<file path="src/rtl/core/rc4_pkg.sv">
// Shared types and constants for the RC4 stream cipher unit.
// No dependencies; imported by the core, the port checker and the testbench.
`timescale 1ns / 1ps

package rc4_pkg;

  localparam int SBOX_DEPTH = 256;
  localparam int BYTE_W     = 8;
  localparam int ADDR_W     = 8;
  localparam int LEN_W      = 9;

  localparam logic [LEN_W-1:0]  KEY_LEN_RESET = 9'd16;
  localparam logic [LEN_W-1:0]  KEY_LEN_MAX   = 9'd256;
  localparam logic [ADDR_W-1:0] LAST_ADDR     = 8'd255;

  // func codes
  localparam logic FUNC_KEY  = 1'b0;
  localparam logic FUNC_DATA = 1'b1;

  typedef enum logic [9:0] {
    S_IDLE  = 10'b00_0000_0001,  // accept; issues read of S[i+1]
    S_FILL  = 10'b00_0000_0010,  // identity sweep of the S-box
    S_KS_RD = 10'b00_0000_0100,  // schedule: read S[n] and K[kpos]
    S_KS_J  = 10'b00_0000_1000,  // schedule: new j, read S[j]
    S_KS_WN = 10'b00_0001_0000,  // schedule: S[n] <= S[j]
    S_KS_WJ = 10'b00_0010_0000,  // schedule: S[j] <= old S[n]
    S_RD_J  = 10'b00_0100_0000,  // keystream: j += S[i], read S[j]
    S_SWAP  = 10'b00_1000_0000,  // keystream: S[i] <= S[j], read S[t]
    S_FIN   = 10'b01_0000_0000,  // keystream: S[j] <= S[i], form result
    S_OUT   = 10'b10_0000_0000   // result waits for the output register
  } state_t;

endpackage

</file>
<file path="src/rtl/core/rc4_ram.sv">
// Generic simple dual-port RAM: one write port, one read port, registered read.
// Standalone; used for the S-box and the key store.
`timescale 1ns / 1ps

module rc4_ram #(
  parameter int WIDTH = 8,
  parameter int DEPTH = 256
) (
  input  logic                     clk,
  input  logic                     we,
  input  logic [$clog2(DEPTH)-1:0] waddr,
  input  logic [WIDTH-1:0]         wdata,
  input  logic [$clog2(DEPTH)-1:0] raddr,
  output logic [WIDTH-1:0]         rdata
);

  logic [WIDTH-1:0] mem [DEPTH];

  // read returns the old contents on an address collision
  always_ff @(posedge clk) begin
    if (we) begin
      mem[waddr] <= wdata;
    end
    rdata <= mem[raddr];
  end

endmodule

</file>
<file path="src/rtl/core/rc4_stream_cipher_unit.sv">
// RC4 stream cipher unit: key load, key schedule and keystream XOR, one byte per word.
// Data word with key: S_RD_J, S_SWAP, S_FIN, then the output register; without: S_OUT.
// A new data word is taken only back in S_IDLE, after the three S-box reads and two swap
//   writes of one keystream step, which share the single S-box RAM read and write ports.
// Key word: stays in S_IDLE; the last starts S_FILL, then S_KS_RD to S_KS_WJ per entry.
// Reset (rst, synchronous): indices cleared, no key, key_length = 16, RAMs untouched.
`timescale 1ns / 1ps

module rc4_stream_cipher_unit
  import rc4_pkg::*;
(
  input  logic              clk,
  input  logic              rst,
  // input words
  input  logic              in_valid,
  output logic              in_ready,
  input  logic              func,
  input  logic [ADDR_W-1:0] key_index,
  input  logic [BYTE_W-1:0] key_byte,
  input  logic              key_last,
  input  logic [BYTE_W-1:0] data_byte,
  // result words
  output logic              out_valid,
  input  logic              out_ready,
  output logic [BYTE_W-1:0] data_out,
  output logic              no_key,
  // key_length register write
  input  logic              cfg_valid,
  output logic              cfg_ready,
  input  logic [LEN_W-1:0]  key_length
);

  state_t state, state_next;

  // control
  logic              key_ready;
  logic [LEN_W-1:0]  key_len;
  logic [ADDR_W-1:0] index_i, index_i_next;
  logic [ADDR_W-1:0] index_j, index_j_next;
  logic [ADDR_W-1:0] cnt, cnt_next;     // fill / schedule position n
  logic [ADDR_W-1:0] kpos, kpos_next;   // key store position
  // datapath
  logic [BYTE_W-1:0] s_i, s_i_next;     // S[i] (or S[n] in the schedule)
  logic [BYTE_W-1:0] s_j, s_j_next;     // S[j] after its read
  logic [ADDR_W-1:0] t_addr, t_addr_next;
  logic [BYTE_W-1:0] data_q;
  logic [BYTE_W-1:0] res, res_next;
  logic              res_nokey, res_nokey_next;

  // RAM ports
  logic              s_we;
  logic [ADDR_W-1:0] s_waddr, s_raddr;
  logic [BYTE_W-1:0] s_wdata, s_rdata;
  logic              k_we;
  logic [BYTE_W-1:0] k_rdata;

  logic              in_fire, out_free;
  logic [LEN_W-1:0]  len_eff;
  logic [LEN_W-1:0]  kpos_inc;
  logic [BYTE_W-1:0] ks_byte;

  assign in_ready  = (state == S_IDLE);
  assign in_fire   = in_valid && in_ready;
  assign out_free  = !out_valid || out_ready;
  // key_length only changes between schedules, never under a running one
  assign cfg_ready = (state == S_IDLE);

  // zero means one, anything above 256 means 256
  always_comb begin
    if (key_len == '0) begin
      len_eff = LEN_W'(1);
    end else if (key_len > KEY_LEN_MAX) begin
      len_eff = KEY_LEN_MAX;
    end else begin
      len_eff = key_len;
    end
  end

  assign kpos_inc = {1'b0, kpos} + LEN_W'(1);

  // Keystream byte S[t], forwarded past the two swap writes that may still
  // be in flight: S[j] was just written with old S[i], S[i] with old S[j].
  always_comb begin
    if (t_addr == index_j) begin
      ks_byte = s_i;
    end else if (t_addr == index_i) begin
      ks_byte = s_j;
    end else begin
      ks_byte = s_rdata;
    end
  end

  // S-box port steering
  always_comb begin
    s_we    = 1'b0;
    s_waddr = cnt;
    s_wdata = cnt;
    s_raddr = cnt;
    unique case (state)
      S_IDLE: begin
        s_raddr = index_i + ADDR_W'(1);
      end
      S_FILL: begin
        s_we = 1'b1;
      end
      S_KS_RD: begin
        s_raddr = cnt;
      end
      S_KS_J: begin
        s_raddr = index_j + s_rdata + k_rdata;
      end
      S_KS_WN: begin
        s_we    = 1'b1;
        s_wdata = s_rdata;
      end
      S_KS_WJ: begin
        s_we    = 1'b1;
        s_waddr = index_j;
        s_wdata = s_i;
      end
      S_RD_J: begin
        s_raddr = index_j + s_rdata;
      end
      S_SWAP: begin
        s_we    = 1'b1;
        s_waddr = index_i;
        s_wdata = s_rdata;
        s_raddr = s_i + s_rdata;
      end
      S_FIN: begin
        s_we    = 1'b1;
        s_waddr = index_j;
        s_wdata = s_i;
      end
      S_OUT: begin
        s_raddr = cnt;
      end
      default: begin
        s_we = 1'b0;
      end
    endcase
  end

  assign k_we = in_fire && (func == FUNC_KEY);

  rc4_ram #(.WIDTH(BYTE_W), .DEPTH(SBOX_DEPTH)) u_sbox (
    .clk   (clk),
    .we    (s_we),
    .waddr (s_waddr),
    .wdata (s_wdata),
    .raddr (s_raddr),
    .rdata (s_rdata)
  );

  rc4_ram #(.WIDTH(BYTE_W), .DEPTH(SBOX_DEPTH)) u_key_store (
    .clk   (clk),
    .we    (k_we),
    .waddr (key_index),
    .wdata (key_byte),
    .raddr (kpos),
    .rdata (k_rdata)
  );

  // sequencer
  always_comb begin
    state_next     = state;
    index_i_next   = index_i;
    index_j_next   = index_j;
    cnt_next       = cnt;
    kpos_next      = kpos;
    s_i_next       = s_i;
    s_j_next       = s_j;
    t_addr_next    = t_addr;
    res_next       = res;
    res_nokey_next = res_nokey;
    unique case (state)
      S_IDLE: begin
        if (in_fire) begin
          if (func == FUNC_DATA) begin
            if (key_ready) begin
              index_i_next = index_i + ADDR_W'(1);
              state_next   = S_RD_J;
            end else begin
              res_next       = data_byte;
              res_nokey_next = 1'b1;
              state_next     = S_OUT;
            end
          end else if (key_last) begin
            cnt_next   = '0;
            kpos_next  = '0;
            state_next = S_FILL;
          end
        end
      end
      S_FILL: begin
        cnt_next = cnt + ADDR_W'(1);
        if (cnt == LAST_ADDR) begin
          index_j_next = '0;
          state_next   = S_KS_RD;
        end
      end
      S_KS_RD: begin
        state_next = S_KS_J;
      end
      S_KS_J: begin
        s_i_next     = s_rdata;
        index_j_next = index_j + s_rdata + k_rdata;
        state_next   = S_KS_WN;
      end
      S_KS_WN: begin
        state_next = S_KS_WJ;
      end
      S_KS_WJ: begin
        cnt_next  = cnt + ADDR_W'(1);
        kpos_next = (kpos_inc >= len_eff) ? '0 : kpos_inc[ADDR_W-1:0];
        if (cnt == LAST_ADDR) begin
          index_i_next = '0;
          index_j_next = '0;
          state_next   = S_IDLE;
        end else begin
          state_next = S_KS_RD;
        end
      end
      S_RD_J: begin
        s_i_next     = s_rdata;
        index_j_next = index_j + s_rdata;
        state_next   = S_SWAP;
      end
      S_SWAP: begin
        s_j_next    = s_rdata;
        t_addr_next = s_i + s_rdata;
        state_next  = S_FIN;
      end
      S_FIN: begin
        res_next       = data_q ^ ks_byte;
        res_nokey_next = 1'b0;
        state_next     = out_free ? S_IDLE : S_OUT;
      end
      S_OUT: begin
        if (out_free) begin
          state_next = S_IDLE;
        end
      end
      default: begin
        state_next = S_IDLE;
      end
    endcase
  end

  always_ff @(posedge clk) begin
    if (rst) begin
      state     <= S_IDLE;
      key_ready <= 1'b0;
      key_len   <= KEY_LEN_RESET;
      index_i   <= '0;
      index_j   <= '0;
      cnt       <= '0;
      kpos      <= '0;
      out_valid <= 1'b0;
    end else begin
      state   <= state_next;
      index_i <= index_i_next;
      index_j <= index_j_next;
      cnt     <= cnt_next;
      kpos    <= kpos_next;
      if (cfg_valid && cfg_ready) begin
        key_len <= key_length;
      end
      if (state == S_KS_WJ && cnt == LAST_ADDR) begin
        key_ready <= 1'b1;
      end
      // result register: loaded from the finish step or the holding state
      if ((state == S_FIN || state == S_OUT) && out_free) begin
        out_valid <= 1'b1;
      end else if (out_ready) begin
        out_valid <= 1'b0;
      end
    end
  end

  // payload registers
  always_ff @(posedge clk) begin
    s_i       <= s_i_next;
    s_j       <= s_j_next;
    t_addr    <= t_addr_next;
    res       <= res_next;
    res_nokey <= res_nokey_next;
    if (in_fire) begin
      data_q <= data_byte;
    end
    if ((state == S_FIN || state == S_OUT) && out_free) begin
      data_out <= res_next;
      no_key   <= res_nokey_next;
    end
  end

endmodule

</file>
<file path="config.mk">
export PLATFORM = sky130hd
export DESIGN_NAME = rc4_stream_cipher_unit
export DESIGN_NICKNAME = d
export VERILOG_FILES = /design/src/rtl/core/rc4_pkg.sv /design/src/rtl/core/rc4_ram.sv /design/src/rtl/core/rc4_stream_cipher_unit.sv
export SDC_FILE = /design/constraint.sdc
export NUM_CORES = 2
export LEC_CHECK = 0
export ABC_AREA = 0
export BUFFER_PORTS_ARGS = -buffer_cell sky130_fd_sc_hd__buf_2
export CORE_ASPECT_RATIO = 0.6
export CORE_MARGIN = 2
export CORE_UTILIZATION = 25
export DETAILED_ROUTE_END_ITERATION = 6
export PLACE_DENSITY = 0.49
export SLEW_MARGIN = 10
export SYNTH_ARGS = -nofsm -noshare
export SYNTH_HDL_FRONTEND = slang
export SYNTH_SLANG_ARGS = --single-unit
</file>
<file path="constraint.sdc">
create_clock -name clk -period 11.1 [get_ports clk]
set_input_delay 2.22 -clock clk [delete_from_list [all_inputs] [get_ports clk]]
set_output_delay 2.22 -clock clk [all_outputs]
set_load 0.05 [all_outputs]
</file>
After elaboration in Yosys (flattened, before gate mapping) --
Memory sizes are Yosys's and may differ from the RTL's. A register that Yosys moved wholly into a read port is not among the register bits. Cells that the tools add are included. Widths: inputs -> output; s select.
Word-level totals: output and inout port bits 12, bits in writable memories 4096, logic and storage cells 117, register bits 103, memories kept 2
Memories:
- u_key_store.mem | words 256, width 8, read ports 1, clocked after memory_dff 1, write ports 1, RTL line rc4_ram.sv:17 | logic [WIDTH-1:0] mem [DEPTH];
- u_sbox.mem | words 256, width 8, read ports 1, clocked after memory_dff 1, write ports 1, RTL line rc4_ram.sv:17
Cells by class: equal/unequal tests 23, reduce and logical (&&, ||, !) cells 23, order comparisons 2, add/subtract/negate cells 6, bitwise gates (word level) 2, multiplexer cells 43
Operators by type and width (count):
- $mux 8 | 13
- $pmux 10 s10 | 1
- $pmux 8 s2 | 6
- $mux 10 | 7
- $pmux 8 s4 | 1
- $add 8x8->8 | 3
- $pmux 8 s3 | 1
- $mux 9 | 2
- $add 8x1->8 const B | 2
- $eq 8x8->1 | 2
- $ne 2x2->1 const B | 6
- $reduce_and 4->1 | 3
- $eq 10x1->1 const B | 1
- $eq 10x10->1 const B | 1
- $eq 10x2->1 const B | 1
- $eq 10x3->1 const B | 1
- $eq 10x4->1 const B | 1
- $eq 10x5->1 const B | 1
- $eq 10x6->1 const B | 1
- $eq 10x7->1 const B | 1
- $eq 10x8->1 const B | 1
- $eq 10x9->1 const B | 1
- $mux 1 | 10
- $add 8x1->9 const B | 1
- 19 further kinds | 31

Logic depth before layout (Yosys ltp) --
depth after elaboration 6, depth in mapped cells 19, gate-level depth less buffers 17

Cells and area by module --
Synthesis repeated with hierarchy kept, for this count alone.
Unflattened totals: cell total of the unflattened synthesis 8133, area total of the unflattened synthesis 165251.0 µm²
Modules (own cells, without submodules):
- rc4_ram | times used 2, cells each 3733, area an instance 79556.3 µm²
- rc4_stream_cipher_unit | times used 1, cells each 667, area an instance 6138.4 µm²

Worst setup path before layout --
Ideal clock, no wire load.
kind register -> register, from register state[0], to memory u_sbox.mem[0][0], data pin, path buffers 3, data required time 10.279 ns, setup slack 5.057 ns, cell stages (with the launch flop) 10, arrival time 5.222 ns, path through dfxtp_1 > buf_2 > or4_1 > clkbuf_1 > nor2_1 > nand4b_1 > nand2_1 > clkbuf_1 > a22oi_1 > nand2_1
On the way: longest elaborated chain between the ends 3, elaborated cells between the ends (all ways) 7, classes of those cells 4 x eq/ne; 1 x mux; 2 x reduce/logical
RTL lines:
- start: declaration | RTL line rc4_stream_cipher_unit.sv:33 | state_t state, state_next;
- start signal: assignment | RTL line rc4_stream_cipher_unit.sv:261 | state <= state_next;
- $eq 10x6->1, or another cell as far along | RTL line rc4_stream_cipher_unit.sv:99 | unique case (state)
- $reduce_or 2->1 (no line)
- $pmux 8 s2 * | RTL line rc4_stream_cipher_unit.sv:99
- named net s_wdata[0] | RTL line rc4_stream_cipher_unit.sv:53 | logic [BYTE_W-1:0] s_wdata, s_rdata;
- end: declaration | RTL line rc4_ram.sv:17
Mark *: on every way through the listed nets, which the timed path passes. The rest lies on a longest branch.

Final worst setup path --
from register u_sbox.rdata[0] (read register of u_sbox.mem), to register u_sbox.rdata[1] (read register of u_sbox.mem)
On the way: longest elaborated chain between the ends 3, elaborated cells between the ends (all ways) 4, classes of those cells 3 x add/sub; 1 x mux
RTL lines:
- start: declaration | RTL line rc4_ram.sv:14 | output logic [WIDTH-1:0] rdata
- $add 8x8->8 | RTL line rc4_stream_cipher_unit.sv:110, rc4_stream_cipher_unit.sv:122
- $add 8x8->8 | RTL line rc4_stream_cipher_unit.sv:110 | s_raddr = index_j + s_rdata + k_rdata;
- $pmux 8 s4 * | RTL line rc4_stream_cipher_unit.sv:99
Mark *: on every way between the ends. The rest lies on a longest branch, timed or not. A chain may end at the register's enable or synchronous reset.

==> run_results.csv <==
group,metric,value,unit
logic_synthesis,ys_seq_area_share,75.65,%
final_layout,regArea,125800,um2
sta,slew_headroom,12.22,%
drt,viasPerCell,4.866,
logic_synthesis,postSynthCellCount,9754,
drt,routed_wirelength,511.4,mm
die,row_count,231,
power,power_density,184.5,nW/um2
sta,fin_setup_tns,0,ns
logic_synthesis,syn-cell-area,166300,um2
clock_tree,numCtsBuffers,350,
clock_tree,cts_hold_buf,0,
placement,dp_cells,18248,
sta,grt_setup_unrepaired,"no",
hold_path,hold_depth,1,
placement,io_buffers,51,
power,ir_drop,0.1497,mV
sta,fmax,0.1369,GHz
drt,post-route-drc-count,0,
final_layout,stdcell_area,188600,um2
final_layout,final_cell_mix,"4137 x edfxtp_1, 1514 x nand2_1, 685 x mux4_2",
global_route,grt-ovfl-total,0,
drt,postRouteAntennaNets,0,
placement,placed_cell_area,177100,um2
setup_path,critical_path_class,"flop to flop",
logic_synthesis,async_flop_share,0,%
final_layout,drive_gt1_share,15.03,%
sta,setup_viol,0,
clock_tree,clock_sinks,4215,
die,core_region_area,661300,um2
clock_tree,cts_buffer_depth,4,
final_layout,nFillCells,65844,
setup_path,worstPathRequired,11.86,ns
sta,tightest_slew,1.305,ns
power,power.total,0.03481,W
logic_synthesis,synth.avg_cell_area,17.05,um2
sta,hold_violations,0,
sta,final.period_utilization,65.82,%
sta,final_max_slew_viol_count,0,
final_layout,fin_nets,9823,
die,initial_core_util,25.14,%
drt,drt_iter0_drc,13243,
clock_tree,clk_latency,0.97,ns
final_layout,final_common_cell,"edfxtp_1",
die,io_pins,52,
setup_path,start_kind,"flop",
setup_path,rr_worst_depth,14,
die,dieArea,671900,um2
setup_path,arrival,8.07,ns
global_route,antenna_found_initial,50,
clock_tree,cts.clk_slew.worst_paths,0.07,ns
run,maxCapViolations,0,
logic_synthesis,synth_nets,9830,
hold_path,min_path_type,"flop to flop",
status,status,"completed",
setup_path,cp_max_fo,19,
global_route,grt_max_degree,173,
final_layout,utilization,28.52,%
logic_synthesis,synth_edf_count,4137,
global_route,grt_pass1_wl,713.7,mm
drt,drt_pass1_iterations,7,
drt,routedWlPerCell,27.07,um
drt,num_vias,91923,
power,p_leak,58.18,nW
logic_synthesis,yosys.cell_types.count,76,
logic_synthesis,synth_warnings,0,
final_layout,finalNonFillerCells,18891,
placement,place_hpwl,310.9,mm
clock_tree,cts_setup_buffers,0,
logic_synthesis,ys_seq_elements,4215,
clock_tree,htree_levels,5,
global_route,track_usage,14.58,%
setup_path,end_kind,"flop",
logic_synthesis,synth_ff_type,"edfxtp_1",
die,die_y,635.7,um
sta,fin_skew,0.06922,ns
placement,gp_congestion,0.8299,
final_layout,multi_input_area,38180,um2
clock_tree,cts_tree,"built",
global_route,grt_pass1_vias,86229,
die,dieWidth,1.057,mm
sta,fin_crit,7.306,ns
clock_tree,cts_repair_resize_count,0,
final_layout,areaGrowthSynthToFinish,13.44,%
clock_tree,root_buffer,"clkbuf_16",
flip-flops by register name (all words and copies together) (netlist names):
register	count
cnt	8
out_valid	1
res	8
index_j	8
s_i	8
data_out	8
t_addr	8
s_j	8
u_sbox.mem	2048
index_i	8
u_key_store.rdata	8
data_q	8
key_ready	1
res_nokey	1
kpos	8
state	10
no_key	1
u_sbox.rdata	8
key_len	9
u_key_store.mem	2048
synthesized netlist by cell type, types with 86 or more instances:
library cell / n / area share (%)
a21oi_1: 375 / 1.1
a32oi_1: 87 / 0.46
buf_1: 91 / 0.21
buf_2: 105 / 0.32
clkbuf_1: 340 / 0.77
edfxtp_1: 4137 / 75
mux2i_1: 333 / 2.0
mux4_2: 685 / 9.3
nand2_1: 1539 / 3.5
nand3_1: 413 / 1.2
nand4_1: 86 / 0.32
nor2_1: 618 / 1.4
nor4_1: 110 / 0.41
o22ai_1: 103 / 0.39
cell families after synthesis:
| family | count (synthesis) | synth area share [%] |
|---|---|---|
| AO/OA/AOI/OAI | 862 | 3.286 |
| adder cells (fa/ha/maj) | 36 | 0.2844 |
| multiplexers | 1018 | 11.28 |
| buffers and inverters | 615 | 1.630 |
| AND/OR/NAND/NOR | 2953 | 7.576 |
| XOR/XNOR | 55 | 0.2897 |
| flip-flops | 4215 | 75.65 |
routing by layer:
metal / wire length, um / global-route usage (%)
met1: 247200 / 23.83
met2: 203400 / 19.42
met3: 51470 / 3.318
met4: 9306 / 2.492
met5: 14 / 0
worst max-delay path, cell delays in order, from the launching register on:
cell	delay [ns]
dfxtp_1	0.38
ha_1	0.23
fa_1	0.43
xor2_1	0.40
ha_1	0.36
nor2b_1	0.16
o21a_1	0.19
or3_1	0.32
a32oi_1	0.32
and3_2	0.88
nand2_1	0.88
o41ai_1	1.27
nor3_1	0.21
nor4_1	0.73
nor4_1	0.31
power by group:
part | internal [W] | switching [W] | total, W | leakage, nW
logic | 0.00108 | 0.00327 | 0.00434 | 12.1
registers | 0.0174 | 0.0000771 | 0.0175 | 40.5
clock network | 0.00695 | 0.00603 | 0.0130 | 5.57
total | 0.0254 | 0.00938 | 0.0348 | 58.2
stage by stage:
stage	hold slack [ns]	setup WS (ns)
finish	0.4493	3.794
global route	0.4697	3.701
global placement	0.4295	4.163
detailed placement	0.4379	4.061
floorplan	0.4196	5.057
CTS	0.4547	4.021
path summary, 6_finish.rpt:
check	startpoint	end	slack (ns)
worst min-delay path	res_nokey	res_nokey	0.45
worst max register to register	u_sbox.rdata[0]	u_sbox.rdata[1]	3.79
worst min register to register	res_nokey	res_nokey	0.45
worst max-delay path	u_sbox.rdata[0]	u_sbox.rdata[1]	3.79
cell type report:
| type | count | area share, % |
|---|---|---|
| Multi-Input combinational cell | 4924 | 20.24 |
| Sequential cell | 4215 | 66.70 |
| Clock inverter | 202 | 1.226 |
| Timing Repair Buffer | 236 | 1.051 |
| Inverter | 20 | 0.03980 |
| Antenna cell | 9 | 0.01194 |
| Tap cell | 8854 | 5.873 |
| Clock buffer | 431 | 4.854 |
(Power assumes the default switching activity.)
